`config.mk`:
```
export PLATFORM = sky130hd
export DESIGN_NAME = matrix_register_rename_unit_top
export DESIGN_NICKNAME = d
export VERILOG_FILES = /design/src/rtl/core/mrru_pkg.sv /design/src/rtl/core/mrru_free_queue.sv /design/src/rtl/core/mrru_tables.sv /design/src/rtl/core/matrix_register_rename_unit_top.sv
export SDC_FILE = /design/constraint.sdc
export NUM_CORES = 1
export LEC_CHECK = 0
export BUFFER_PORTS_ARGS = -buffer_cell sky130_fd_sc_hd__buf_2
export CAP_MARGIN = 20
export CELL_PAD_IN_SITES_DETAIL_PLACEMENT = 1
export CELL_PAD_IN_SITES_GLOBAL_PLACEMENT = 2
export CORE_MARGIN = 1.5
export CORE_UTILIZATION = 40
export CTS_CLUSTER_DIAMETER = 50
export DETAILED_ROUTE_END_ITERATION = 16
export PLACE_DENSITY_LB_ADDON = 0.1
export SETUP_SLACK_MARGIN = 0.5
export SLEW_MARGIN = 0
export SYNTH_ARGS = -nofsm -noshare
export SYNTH_HDL_FRONTEND = slang
export SYNTH_HIERARCHICAL = 1
export SYNTH_SLANG_ARGS = --single-unit
```
`constraint.sdc`:
```
create_clock -name clk -period 3.6 [get_ports clk]
set_input_delay 0.18 -clock clk [delete_from_list [all_inputs] [get_ports clk]]
set_output_delay 0.18 -clock clk [all_outputs]
set_load 0.02 [all_outputs]
```
`src/rtl/core/mrru_pkg.sv`:
```
// Shared types, codes and sizing constants for the matrix register rename unit.
package mrru_pkg;

  localparam int TILE_REGS    = 16;
  localparam int PHYS_REGS    = 32;
  localparam int LOGICAL_REGS = 8;
  localparam int ACC_CAP      = PHYS_REGS - TILE_REGS;

  localparam int PHYS_W  = 5;
  localparam int LOG_W   = 3;
  localparam int CNT_W   = 5;
  localparam int LOCK_W  = 4;
  localparam int REL_N   = 4;

  localparam int QDEPTH  = (TILE_REGS > ACC_CAP) ? TILE_REGS : ACC_CAP;
  localparam int QIDX_W  = $clog2(QDEPTH);
  localparam int QCNT_W  = $clog2(QDEPTH + 1);

  // Accumulator queue starts with the registers above the four that reset maps.
  localparam int ACC_INIT_FIRST = TILE_REGS + 4;
  localparam int ACC_INIT_N     = ACC_CAP - 4;
  localparam int ACC_INIT_TAIL  = (ACC_INIT_N == ACC_CAP) ? 0 : ACC_INIT_N;

  localparam logic [LOCK_W-1:0] LOCK_MAX = '1;

  typedef enum logic [3:0] {
    K_ALLOC_TILE  = 4'd0,
    K_ALLOC_ACC   = 4'd1,
    K_FREE        = 4'd2,
    K_READ_MAP    = 4'd3,
    K_WRITE_MAP   = 4'd4,
    K_SET_READY   = 4'd5,
    K_GET_READY   = 4'd6,
    K_LOCK        = 4'd7,
    K_UNLOCK      = 4'd8,
    K_CHECK_LOCK  = 4'd9,
    K_SET_RELEASE = 4'd10,
    K_GET_RELEASE = 4'd11
  } kind_t;

  typedef enum logic [2:0] {
    ST_OK     = 3'd0,
    ST_EMPTY  = 3'd1,
    ST_FULL   = 3'd2,
    ST_UNDER  = 3'd3,
    ST_SAT    = 3'd4,
    ST_NOTACC = 3'd5
  } status_t;

  typedef struct packed {
    logic [3:0]        kind;
    logic [LOG_W-1:0]  log_reg;
    logic [PHYS_W-1:0] phys_reg;
    logic              flag_in;
  } item_t;

  typedef struct packed {
    logic  fire;
    item_t item;
  } req_t;

  typedef struct packed {
    status_t           status;
    logic [PHYS_W-1:0] phys;
    logic              unmapped;
    logic              flag;
  } tbl_res_t;

  typedef struct packed {
    logic              pop;
    logic              push;
    logic [PHYS_W-1:0] data;
  } q_ctrl_t;

  typedef struct packed {
    logic [PHYS_W-1:0] head;
    logic [QCNT_W-1:0] count;
    logic [QCNT_W-1:0] count_nxt;
  } q_stat_t;

endpackage

```
`src/rtl/core/mrru_free_queue.sv`:
```
// Circular free queue of physical register indexes with reset contents from ports.
module mrru_free_queue (
  input  logic                          clk,
  input  logic                          rst_n,
  input  logic [mrru_pkg::QCNT_W-1:0]   cap,
  input  logic [mrru_pkg::PHYS_W-1:0]   init_first,
  input  logic [mrru_pkg::QCNT_W-1:0]   init_count,
  input  logic [mrru_pkg::QIDX_W-1:0]   init_tail,
  input  mrru_pkg::q_ctrl_t             ctrl,
  output mrru_pkg::q_stat_t             stat
);

  logic [mrru_pkg::PHYS_W-1:0] q_r [mrru_pkg::QDEPTH];
  logic [mrru_pkg::QIDX_W-1:0] head_r, head_nxt;
  logic [mrru_pkg::QIDX_W-1:0] tail_r, tail_nxt;
  logic [mrru_pkg::QCNT_W-1:0] count_r, count_nxt;
  logic [mrru_pkg::QIDX_W-1:0] last_idx;

  assign last_idx = mrru_pkg::QIDX_W'(cap - 1'b1);

  always_comb begin
    head_nxt  = head_r;
    tail_nxt  = tail_r;
    count_nxt = count_r;
    if (ctrl.pop) begin
      head_nxt  = (head_r == last_idx) ? '0 : head_r + 1'b1;
      count_nxt = count_r - 1'b1;
    end
    if (ctrl.push) begin
      tail_nxt  = (tail_r == last_idx) ? '0 : tail_r + 1'b1;
      count_nxt = count_r + 1'b1;
    end
  end

  always_ff @(posedge clk) begin
    if (!rst_n) begin
      head_r  <= '0;
      tail_r  <= init_tail;
      count_r <= init_count;
      for (int i = 0; i < mrru_pkg::QDEPTH; i++) begin
        q_r[i] <= (i < int'(init_count)) ?
                  mrru_pkg::PHYS_W'(int'(init_first) + i) : '0;
      end
    end else begin
      head_r  <= head_nxt;
      tail_r  <= tail_nxt;
      count_r <= count_nxt;
      if (ctrl.push) begin
        q_r[tail_r] <= ctrl.data;
      end
    end
  end

  assign stat.head      = q_r[head_r];
  assign stat.count     = count_r;
  assign stat.count_nxt = count_nxt;

endmodule

```
`src/rtl/core/mrru_tables.sv`:
```
// Map table, ready bits, lock counters and release flags with their request handling.
module mrru_tables (
  input  logic               clk,
  input  logic               rst_n,
  input  mrru_pkg::req_t     req,
  output mrru_pkg::tbl_res_t res
);

  logic [mrru_pkg::PHYS_W-1:0] map_r   [mrru_pkg::LOGICAL_REGS];
  logic                        mval_r  [mrru_pkg::LOGICAL_REGS];
  logic                        ready_r [mrru_pkg::PHYS_REGS];
  logic [mrru_pkg::LOCK_W-1:0] lock_r  [mrru_pkg::PHYS_REGS];
  logic                        rel_r   [mrru_pkg::REL_N];

  logic [mrru_pkg::PHYS_W-1:0] pr;
  logic [mrru_pkg::LOG_W-1:0]  lr;
  logic                        pin;
  logic                        is_acc;
  logic [1:0]                  rel_idx;
  logic [mrru_pkg::LOCK_W-1:0] lock_cur;

  logic                        map_we;
  logic                        ready_we;
  logic                        ready_val;
  logic                        lock_we;
  logic [mrru_pkg::LOCK_W-1:0] lock_val;
  logic                        rel_we;
  logic                        rel_val;

  assign pr       = req.item.phys_reg;
  assign lr       = req.item.log_reg;
  assign pin      = {3'b000, pr} < 8'(mrru_pkg::PHYS_REGS);
  assign is_acc   = lr[2];
  assign rel_idx  = lr[1:0];
  assign lock_cur = lock_r[pr];

  always_comb begin
    res.status   = mrru_pkg::ST_OK;
    res.phys     = '0;
    res.unmapped = 1'b0;
    res.flag     = 1'b0;
    map_we       = 1'b0;
    ready_we     = 1'b0;
    ready_val    = 1'b0;
    lock_we      = 1'b0;
    lock_val     = lock_cur;
    rel_we       = 1'b0;
    rel_val      = 1'b0;
    unique case (mrru_pkg::kind_t'(req.item.kind))
      mrru_pkg::K_READ_MAP: begin
        if (mval_r[lr]) begin
          res.phys = map_r[lr];
        end else begin
          res.unmapped = 1'b1;
        end
      end
      mrru_pkg::K_WRITE_MAP: begin
        map_we   = 1'b1;
        ready_we = pin;
        rel_we   = is_acc;
      end
      mrru_pkg::K_SET_READY: begin
        ready_we  = pin;
        ready_val = req.item.flag_in;
      end
      mrru_pkg::K_GET_READY: begin
        res.flag = pin && ready_r[pr];
      end
      mrru_pkg::K_LOCK: begin
        if (pin) begin
          if (lock_cur == mrru_pkg::LOCK_MAX) begin
            res.status = mrru_pkg::ST_SAT;
          end else begin
            lock_we  = 1'b1;
            lock_val = lock_cur + 1'b1;
          end
        end
      end
      mrru_pkg::K_UNLOCK: begin
        if (pin) begin
          if (lock_cur == '0) begin
            res.status = mrru_pkg::ST_UNDER;
          end else begin
            lock_we  = 1'b1;
            lock_val = lock_cur - 1'b1;
          end
        end
      end
      mrru_pkg::K_CHECK_LOCK: begin
        res.flag = pin && (lock_cur != '0);
      end
      mrru_pkg::K_SET_RELEASE: begin
        if (!is_acc) begin
          res.status = mrru_pkg::ST_NOTACC;
        end else begin
          rel_we  = 1'b1;
          rel_val = req.item.flag_in;
        end
      end
      mrru_pkg::K_GET_RELEASE: begin
        if (!is_acc) begin
          res.status = mrru_pkg::ST_NOTACC;
        end else begin
          res.flag = rel_r[rel_idx];
        end
      end
      default: begin
      end
    endcase
  end

  always_ff @(posedge clk) begin
    if (!rst_n) begin
      for (int i = 0; i < mrru_pkg::LOGICAL_REGS; i++) begin
        map_r[i]  <= (i >= 4) ? mrru_pkg::PHYS_W'(mrru_pkg::TILE_REGS + i - 4) : '0;
        mval_r[i] <= (i >= 4);
      end
      for (int i = 0; i < mrru_pkg::PHYS_REGS; i++) begin
        ready_r[i] <= 1'b0;
        lock_r[i]  <= '0;
      end
      for (int i = 0; i < mrru_pkg::REL_N; i++) begin
        rel_r[i] <= 1'b0;
      end
    end else if (req.fire) begin
      if (map_we) begin
        map_r[lr]  <= pr;
        mval_r[lr] <= 1'b1;
      end
      if (ready_we) begin
        ready_r[pr] <= ready_val;
      end
      if (lock_we) begin
        lock_r[pr] <= lock_val;
      end
      if (rel_we) begin
        rel_r[rel_idx] <= rel_val;
      end
    end
  end

endmodule

```
`src/rtl/core/matrix_register_rename_unit_top.sv`:
```
// Top level of the matrix register rename unit: handshake stages, queue control, result.
//
// channel | dir | handshake                        | payload
// in_     | in  | in_tvalid / in_tready            | in_tuser kind, in_tdata request
// out_    | out | out_tvalid / out_tready          | out_tdata result and queue counts
//
// One item per cycle sustained while out_tready stays high.
// The request register feeds one pass through the queues and tables into the result register.
// Synchronous active-low reset restores queues, map, ready, lock and release state at once.
// A stalled result holds its item in the request register; in_tready drops only then.
module matrix_register_rename_unit_top (
  input  logic        clk,
  input  logic        rst_n,
  input  logic        in_tvalid,
  output logic        in_tready,
  input  logic [3:0]  in_tuser,   // [3:0] kind
  input  logic [15:0] in_tdata,   // [2:0] log_reg, [7:3] phys_reg, [8] flag_in
  output logic        out_tvalid,
  input  logic        out_tready,
  output logic [23:0] out_tdata   // [2:0] status, [7:3] phys_out, [8] unmapped,
                                  // [9] flag_out, [14:10] tile_free_count,
                                  // [19:15] acc_free_count
);

  logic              s1_valid_r;
  mrru_pkg::item_t   s1_item_r;
  logic              adv;
  logic              fire;
  mrru_pkg::req_t    req;
  mrru_pkg::tbl_res_t tres;

  mrru_pkg::q_ctrl_t tq_ctrl, aq_ctrl;
  mrru_pkg::q_stat_t tq_stat, aq_stat;

  mrru_pkg::status_t           status_nxt;
  logic [mrru_pkg::PHYS_W-1:0] phys_nxt;
  logic                        pin;
  logic                        is_tile;

  logic                        out_valid_r;
  logic [23:0]                 out_data_r;

  assign adv       = !out_valid_r || out_tready;
  assign fire      = s1_valid_r && adv;
  assign in_tready = !s1_valid_r || adv;

  always_ff @(posedge clk) begin
    if (!rst_n) begin
      s1_valid_r <= 1'b0;
    end else if (in_tready) begin
      s1_valid_r <= in_tvalid;
    end
  end

  always_ff @(posedge clk) begin
    if (in_tready && in_tvalid) begin
      s1_item_r.kind     <= in_tuser;
      s1_item_r.log_reg  <= in_tdata[2:0];
      s1_item_r.phys_reg <= in_tdata[7:3];
      s1_item_r.flag_in  <= in_tdata[8];
    end
  end

  assign req.fire = fire;
  assign req.item = s1_item_r;

  assign pin     = {3'b000, s1_item_r.phys_reg} < 8'(mrru_pkg::PHYS_REGS);
  assign is_tile = {3'b000, s1_item_r.phys_reg} < 8'(mrru_pkg::TILE_REGS);

  // Queue side of the request; the table side comes back from mrru_tables.
  always_comb begin
    tq_ctrl      = '0;
    aq_ctrl      = '0;
    tq_ctrl.data = s1_item_r.phys_reg;
    aq_ctrl.data = s1_item_r.phys_reg;
    status_nxt   = tres.status;
    phys_nxt     = tres.phys;
    unique case (mrru_pkg::kind_t'(s1_item_r.kind))
      mrru_pkg::K_ALLOC_TILE: begin
        if (tq_stat.count == '0) begin
          status_nxt = mrru_pkg::ST_EMPTY;
        end else begin
          tq_ctrl.pop = fire;
          phys_nxt    = tq_stat.head;
        end
      end
      mrru_pkg::K_ALLOC_ACC: begin
        if (aq_stat.count == '0) begin
          status_nxt = mrru_pkg::ST_EMPTY;
        end else begin
          aq_ctrl.pop = fire;
          phys_nxt    = aq_stat.head;
        end
      end
      mrru_pkg::K_FREE: begin
        if (is_tile) begin
          if (tq_stat.count >= mrru_pkg::QCNT_W'(mrru_pkg::TILE_REGS)) begin
            status_nxt = mrru_pkg::ST_FULL;
          end else begin
            tq_ctrl.push = fire;
          end
        end else if (pin) begin
          if (aq_stat.count >= mrru_pkg::QCNT_W'(mrru_pkg::ACC_CAP)) begin
            status_nxt = mrru_pkg::ST_FULL;
          end else begin
            aq_ctrl.push = fire;
          end
        end
      end
      default: begin
      end
    endcase
  end

  mrru_free_queue u_tile_q (
    .clk        (clk),
    .rst_n      (rst_n),
    .cap        (mrru_pkg::QCNT_W'(mrru_pkg::TILE_REGS)),
    .init_first ('0),
    .init_count (mrru_pkg::QCNT_W'(mrru_pkg::TILE_REGS)),
    .init_tail  ('0),
    .ctrl       (tq_ctrl),
    .stat       (tq_stat)
  );

  mrru_free_queue u_acc_q (
    .clk        (clk),
    .rst_n      (rst_n),
    .cap        (mrru_pkg::QCNT_W'(mrru_pkg::ACC_CAP)),
    .init_first (mrru_pkg::PHYS_W'(mrru_pkg::ACC_INIT_FIRST)),
    .init_count (mrru_pkg::QCNT_W'(mrru_pkg::ACC_INIT_N)),
    .init_tail  (mrru_pkg::QIDX_W'(mrru_pkg::ACC_INIT_TAIL)),
    .ctrl       (aq_ctrl),
    .stat       (aq_stat)
  );

  mrru_tables u_tables (
    .clk   (clk),
    .rst_n (rst_n),
    .req   (req),
    .res   (tres)
  );

  always_ff @(posedge clk) begin
    if (!rst_n) begin
      out_valid_r <= 1'b0;
    end else if (adv) begin
      out_valid_r <= s1_valid_r;
    end
  end

  always_ff @(posedge clk) begin
    if (fire) begin
      out_data_r <= {4'b0000,
                     mrru_pkg::CNT_W'(aq_stat.count_nxt),
                     mrru_pkg::CNT_W'(tq_stat.count_nxt),
                     tres.flag,
                     tres.unmapped,
                     phys_nxt,
                     status_nxt};
    end
  end

  assign out_tvalid = out_valid_r;
  assign out_tdata  = out_data_r;

`ifndef SYNTHESIS
  a_s1_hold: assert property (@(posedge clk) disable iff (!rst_n)
    s1_valid_r && !adv |=> s1_valid_r && $stable(s1_item_r))
    else $error("request register changed while stalled");

  a_no_pop_empty: assert property (@(posedge clk) disable iff (!rst_n)
    !(tq_ctrl.pop && tq_stat.count == '0) && !(aq_ctrl.pop && aq_stat.count == '0))
    else $error("pop from empty free queue");

  a_tile_cap: assert property (@(posedge clk) disable iff (!rst_n)
    tq_stat.count <= mrru_pkg::QCNT_W'(mrru_pkg::TILE_REGS))
    else $error("tile free queue over capacity");

  a_full_only_free: assert property (@(posedge clk) disable iff (!rst_n)
    fire && s1_item_r.kind != mrru_pkg::K_FREE |-> status_nxt != mrru_pkg::ST_FULL)
    else $error("full status outside free request");

  a_pop_counts: assert property (@(posedge clk) disable iff (!rst_n)
    tq_ctrl.pop |=> tq_stat.count == $past(tq_stat.count) - 1'b1)
    else $error("tile queue count not decremented on pop");
`endif

endmodule

```
# Yosys cells after proc, flatten, opt, wreduce, memory -nomap -nowiden
# Memory sizes are Yosys's and may differ from the RTL's. A register that Yosys moved wholly into a read port is not among the register bits.
# Cells that the tools add are included.
# totals
input_bits	24
memories	7
reg_bits	61
out_inout_bits	26
ram_bits	372
# op_classes
n_eq_ne	16
n_addsub	10
n_reduce_logical	20
mux	102
magnitude_cmp	3
# mem_list
name	words	word_bits	read_ports	rd_ports_with_merged_regs	wr	line_no	source
u_tables.lock_r	32	4	1	1	32	mrru_tables.sv:12	logic [mrru_pkg::LOCK_W-1:0] lock_r [mrru_pkg::PHYS_REGS];
u_acc_q.q_r	16	5	1	1	16	mrru_free_queue.sv:13	logic [mrru_pkg::PHYS_W-1:0] q_r [mrru_pkg::QDEPTH];
u_tile_q.q_r	16	5	1	1	16	mrru_free_queue.sv:13	
u_tables.map_r	8	5	1	1	8	mrru_tables.sv:9	logic [mrru_pkg::PHYS_W-1:0] map_r [mrru_pkg::LOGICAL_REGS];
u_tables.ready_r	32	1	1	1	32	mrru_tables.sv:11	logic ready_r [mrru_pkg::PHYS_REGS];
u_tables.mval_r	8	1	1	1	8	mrru_tables.sv:10	logic mval_r [mrru_pkg::LOGICAL_REGS];
+1 memories	n/a	n/a	n/a	n/a	n/a	n/a	
# ops
operator	n
5-bit two-way mux	14
1-bit two-way mux	53
4-bit two-way mux	13
4-bit == test, second input constant	9
3-bit two-way mux	11
4-bit by 1-bit adder with 4-bit output, second input constant	5
3-bit one-hot mux with 3 select lines	2
4-bit by 3-bit == test with 1-bit output, second input constant	4
5-bit OR reduction	3
5-bit by 1-bit adder with 5-bit output, second input constant	2
5-bit greater-or-equal comparator, second input constant	2
5-bit logical NOT	2
5-bit one-hot mux with 2 select lines	1
5-bit by 1-bit subtractor with 5-bit output, second input constant	2
4-bit by 2-bit == test with 1-bit output, second input constant	2
4-bit logical NOT	2
4-bit one-hot mux with 2 select lines	1
2-bit two-way mux	3
6-bit two-way mux	1
5-bit < comparator, second input constant	1
4-bit by 1-bit == test with 1-bit output, second input constant	1
1-bit one-hot mux with 2 select lines	2
4-bit nonzero test	1
2-bit OR reduction	2
7 further kinds	12

# Depth between registers and ports, before layout
# logic_depth
word_depth	11
mapped_depth	18

# Hierarchy
# The synthesis kept the hierarchy.
# modules_own_cells
mod	instances	area_each_um2	cells_each
mrru_tables	1	11332.1	960
mrru_free_queue (u_tile_q)	1	5795.6	530
mrru_free_queue (u_acc_q)	1	5739.3	527
matrix_register_rename_unit_top	1	1356.3	82

# Worst setup path before layout
# Ideal clock, no wire load.
# synth_timing
path_type	reg-to-reg
start	reg s1_item_r, in the netlist aq_ctrl[4]
end	mem u_tables/lock_r[18][0] in the netlist's numbering, enable pin
n_path_buf	6
required_ps	3265
arrival_ps	3319
slack_ps	-54
path_stages_with_launch	17
path_cell_list	edfxtp_1 > buf_2 > buf_2 > or4b_1 > o22ai_1 > nor2_1 > nand3_1 > buf_2 > buf_1 > inv_1 > ha_1 > inv_1 > o31a_1 > buf_6 > o211ai_2 > buf_4 > o21ai_1
# synth_rtl
item	line_no	source
from (decl)	matrix_register_rename_unit_top.sv:26	mrru_pkg::item_t s1_item_r;
to (decl)	mrru_tables.sv:12	

==> results_dict.tcl <==
set metrics [dict create \
    worstHoldStart "rst_n" \
    antenna_cells 0 \
    nFillCells 6240 \
    die-width_um 249 \
    p_leak_uw 0.0106 \
    synth_edf_count 370 \
    final-seq-area_um2 12500 \
    die_area_um2 62000 \
    yosys_warnings 6 \
    wl_per_cell_um 26.3 \
    peakVddDrop_mv 0.400 \
    rrSetupSlack_ps -20 \
    fin_nets 2401 \
    hold_viol_final 0 \
    synth_most_common_cell "edfxtp_1" \
    clk_latency_ps 640 \
    fin_crit_ps 3620 \
    clock_power_share_pct 43.2 \
    grt_pass1_wl_um 121000 \
    viasPerCell 5.84 \
    p_sw_share_pct 27.1 \
    p_seq_share_pct 42.4 \
    grt_max_degree 47 \
    holdCritPathClass "primary input to flip-flop" \
    numCtsBuffers 61 \
    syn_inst 2099 \
    reg2reg_from "aq_ctrl[4]" \
    power_uw 14200 \
    ant_nets 0 \
    reg2reg_depth 14 \
    setup_tns_ps -18.8 \
    synth.top_cell.area_share_pct 45.9 \
    core-area_um2 60100 \
    die_h_um 249 \
    drtPass1Iterations 5 \
    path_max_fanout 14 \
    setup_viol 2 \
    cts_buffer_depth 3 \
    worst_ep_required_time_ps 3970 \
    r2r_end "u_tables/lock_r[10][1]" \
    grt-ovfl-total 0 \
    rsz0062_at_grt "yes" \
    whs_endpoint "u_acc_q/q_r[10][0]" \
    period_share_pct 100 \
    clkSinkCount 441 \
    synth_area_um2 24200 \
    synth_flop_cell "edfxtp_1" \
    power.internal_uw 10400 \
    start_util_pct 40.3 \
    yosysSeqAreaShare_pct 51.7 \
    worstSetupStartpointType "flip-flop" \
    finalMaxSlewViolations 0 \
    num_vias 18500 \
    endpoint_kind "flip-flop" \
    synthArstFlopShare_pct 0 \
    worstMarginPinSlew_ps 1220 \
    finalWorstSetupSlack_ps -17.3 \
    synth_area_leaders "edfxtp_1 (46%), dfxtp_1 (5.9%), mux4_2 (4.8%), nand2_1 (3.6%), mux2i_1 (3.4%)" \
    pre_cts_ws_ps -77.0 \
    fmax_mhz 276 \
    multi_input_area_um2 12000 \
    power_density_nw_per_um2 471 \
    ys_ff_latch 441 \
    cts.clk_slew.worst_paths_ps 60 \
    tritoncts "yes" \
    p_sw_uw 3850 \
    drv_cap 0 \
    path_class "flip-flop to flip-flop" \
    yosysTopAreaCell "edfxtp_1" \
    place_congestion 0.838 \
    violations "setup timing" \
    hold_path_depth 2 \
    antenna_found_initial 0 \
    rows 90 \
    gr-usage-all-layers_pct 25.6 \
    wirelength_um 83200 \
    num_io_pins 50 \
    dpl.hpwl_um 54200 \
    drive_gt1_share_pct 25.5 \
    design_area_um2 30100 \
    route.detailed.drc 0 \
    area_delta_synth_final_pct 24.4 \
    avgSynthCellArea_um2 11.5 \
    synth_cell_type_count 81 \
    status "finished, violations left" \
    pwr-share-comb_pct 14.4 \
    synth_common_cells "edfxtp_1 (370), nand2_1 (230), o21ai_0 (99)" \
    grt_pass1_vias 19100 \
    clock_skew_ps 30.2 \
    htree_levels 2 \
    io_buffer_count 38 \
    root_buffer "clkbuf_16" \
    maxSlewHeadroom_pct 18.6 \
    postPlaceCellArea_um2 26500 \
    drt_iter0_markers 1298 \
    holdWs_ps 108 \
    critPathArrivalTime_ps 3990 \
]
## power by group through the flow
stage / Sequential, µW / Clock (µW) / Combinational, µW
2_1_floorplan: 6050 / 0 / 1130
5_1_grt: 6050 / 6410 / 2160
3_3_place_gp: 6120 / 0 / 1520
4_1_cts: 6030 / 6210 / 1720
3_5_place_dp: 6130 / 0 / 1560
6_report: 6030 / 6130 / 2040
## through the flow
| step | utilization, % | cells |
|---|---|---|
| after floorplan | - | 2220 |
| after global placement | 44.0 | 2984 |
| after detailed placement | 44.0 | 2984 |
| after CTS | 48.4 | 3136 |
| after global routing | 50.1 | 3167 |
| final | 50.1 | 3167 |
## cells in the final DEF, fill, tap and decap left out, types with 17 or more instances in the layout
master | synthesis | layout
o21ai_0 | 99 | 99
buf_12 | 1 | 29
nor3_2 | 7 | 26
a22o_1 | 56 | 56
nor2_1 | 89 | 89
clkbuf_16 | 0 | 75
mux4_2 | 52 | 52
nand3_1 | 55 | 52
o21ai_4 | 0 | 20
a21oi_1 | 35 | 35
xnor2_1 | 49 | 49
nand2b_1 | 34 | 34
o211ai_1 | 30 | 30
o31ai_1 | 84 | 84
o22ai_1 | 33 | 20
buf_2 | 47 | 37
nor4_2 | 32 | 20
nor4_1 | 39 | 36
buf_4 | 21 | 116
a211oi_2 | 31 | 32
inv_1 | 32 | 28
dfxtp_1 | 71 | 71
xor2_1 | 32 | 32
nand2_1 | 230 | 230
and2_1 | 28 | 28
nor3_1 | 57 | 37
edfxtp_1 | 370 | 370
conb_1 | 2 | 123
ha_1 | 43 | 41
mux2i_1 | 83 | 67
or2_2 | 17 | 17
## worst max-delay path, stage by stage (launching register included)
cell      delay (ps)
edfxtp_1         490
buf_12           190
or4bb_4          620
o22ai_1          290
nor4_2           100
buf_4            150
nand3_4          130
ha_4             180
inv_2             60
a31oi_4          200
a21o_1           220
buf_4            140
o211a_4          240
buf_4            250
nor4_4            70
## area by class of cell
| class | count | share of cell area (%) |
|---|---|---|
| multi-input combinational | 1562 | 39.7 |
| clock buffer | 72 | 5.38 |
| inverter | 34 | 0.432 |
| clock inverter | 42 | 1.42 |
| tap | 782 | 3.25 |
| timing repair buffer | 234 | 8.24 |
| sequential | 441 | 41.6 |
## how the worst max path moves through the flow
stage,from,endpoint,cells after the start
floorplan,aq_ctrl[1],u_tables/lock_r[22][0],18
global placement,aq_ctrl[1],u_tables/lock_r[19][3],16
detailed placement,aq_ctrl[1],u_tables/lock_r[29][3],15
CTS,aq_ctrl[1],u_tables/lock_r[3][0],16
global route,aq_ctrl[4],u_tables/lock_r[10][1],14
finish,aq_ctrl[4],u_tables/lock_r[10][1],14
## sequential cells by signal (all words and copies together) (netlist names), 5 cells and up, named ones only
signal and flops:
u_acc_q/q_r 80, u_tile_q/count_r 5, u_tile_q/q_r 80, u_acc_q/count_r 5
req 8, u_tables/ready_r 32, u_tables/mval_r 8, u_tables/map_r 40
u_tables/lock_r 128, out_tdata 20, aq_ctrl 5
## logic make-up after synthesis
| logic type | synth area share (%) |
|---|---|
| muxes | 8.96 |
| xor gates and xnor gates | 3.00 |
| AOI/OAI and AO/OA | 14.1 |
| other | 0.0310 |
| DFF | 51.7 |
| adders and majority gates | 2.22 |
| buffers and inverters | 4.44 |
| and+or+nand+nor | 15.5 |
## what timing repair did
item / in CTS / in global routing
hold buffers: 16 / 0
pin swaps: 9 / 14
hold endpoints to repair: 15 / 0
gates cloned: 4 / 13
resized for setup: 37 / 86
buffers inserted: 18 / 17
setup endpoints to repair: 282 / 371
## metal layers
| layer | up-vias | global-route usage [%] | part of all wire (%) |
|---|---|---|---|
| li1 | 8376 | - | - |
| met1 | 9482 | 34.2 | 44 |
| met2 | 486 | 43.4 | 48 |
| met3 | 155 | 3.01 | 4.2 |
| met4 | 0 | 8.50 | 3.4 |
| met5 | - | 0 | 0 |
(Power assumes the default switching activity.)
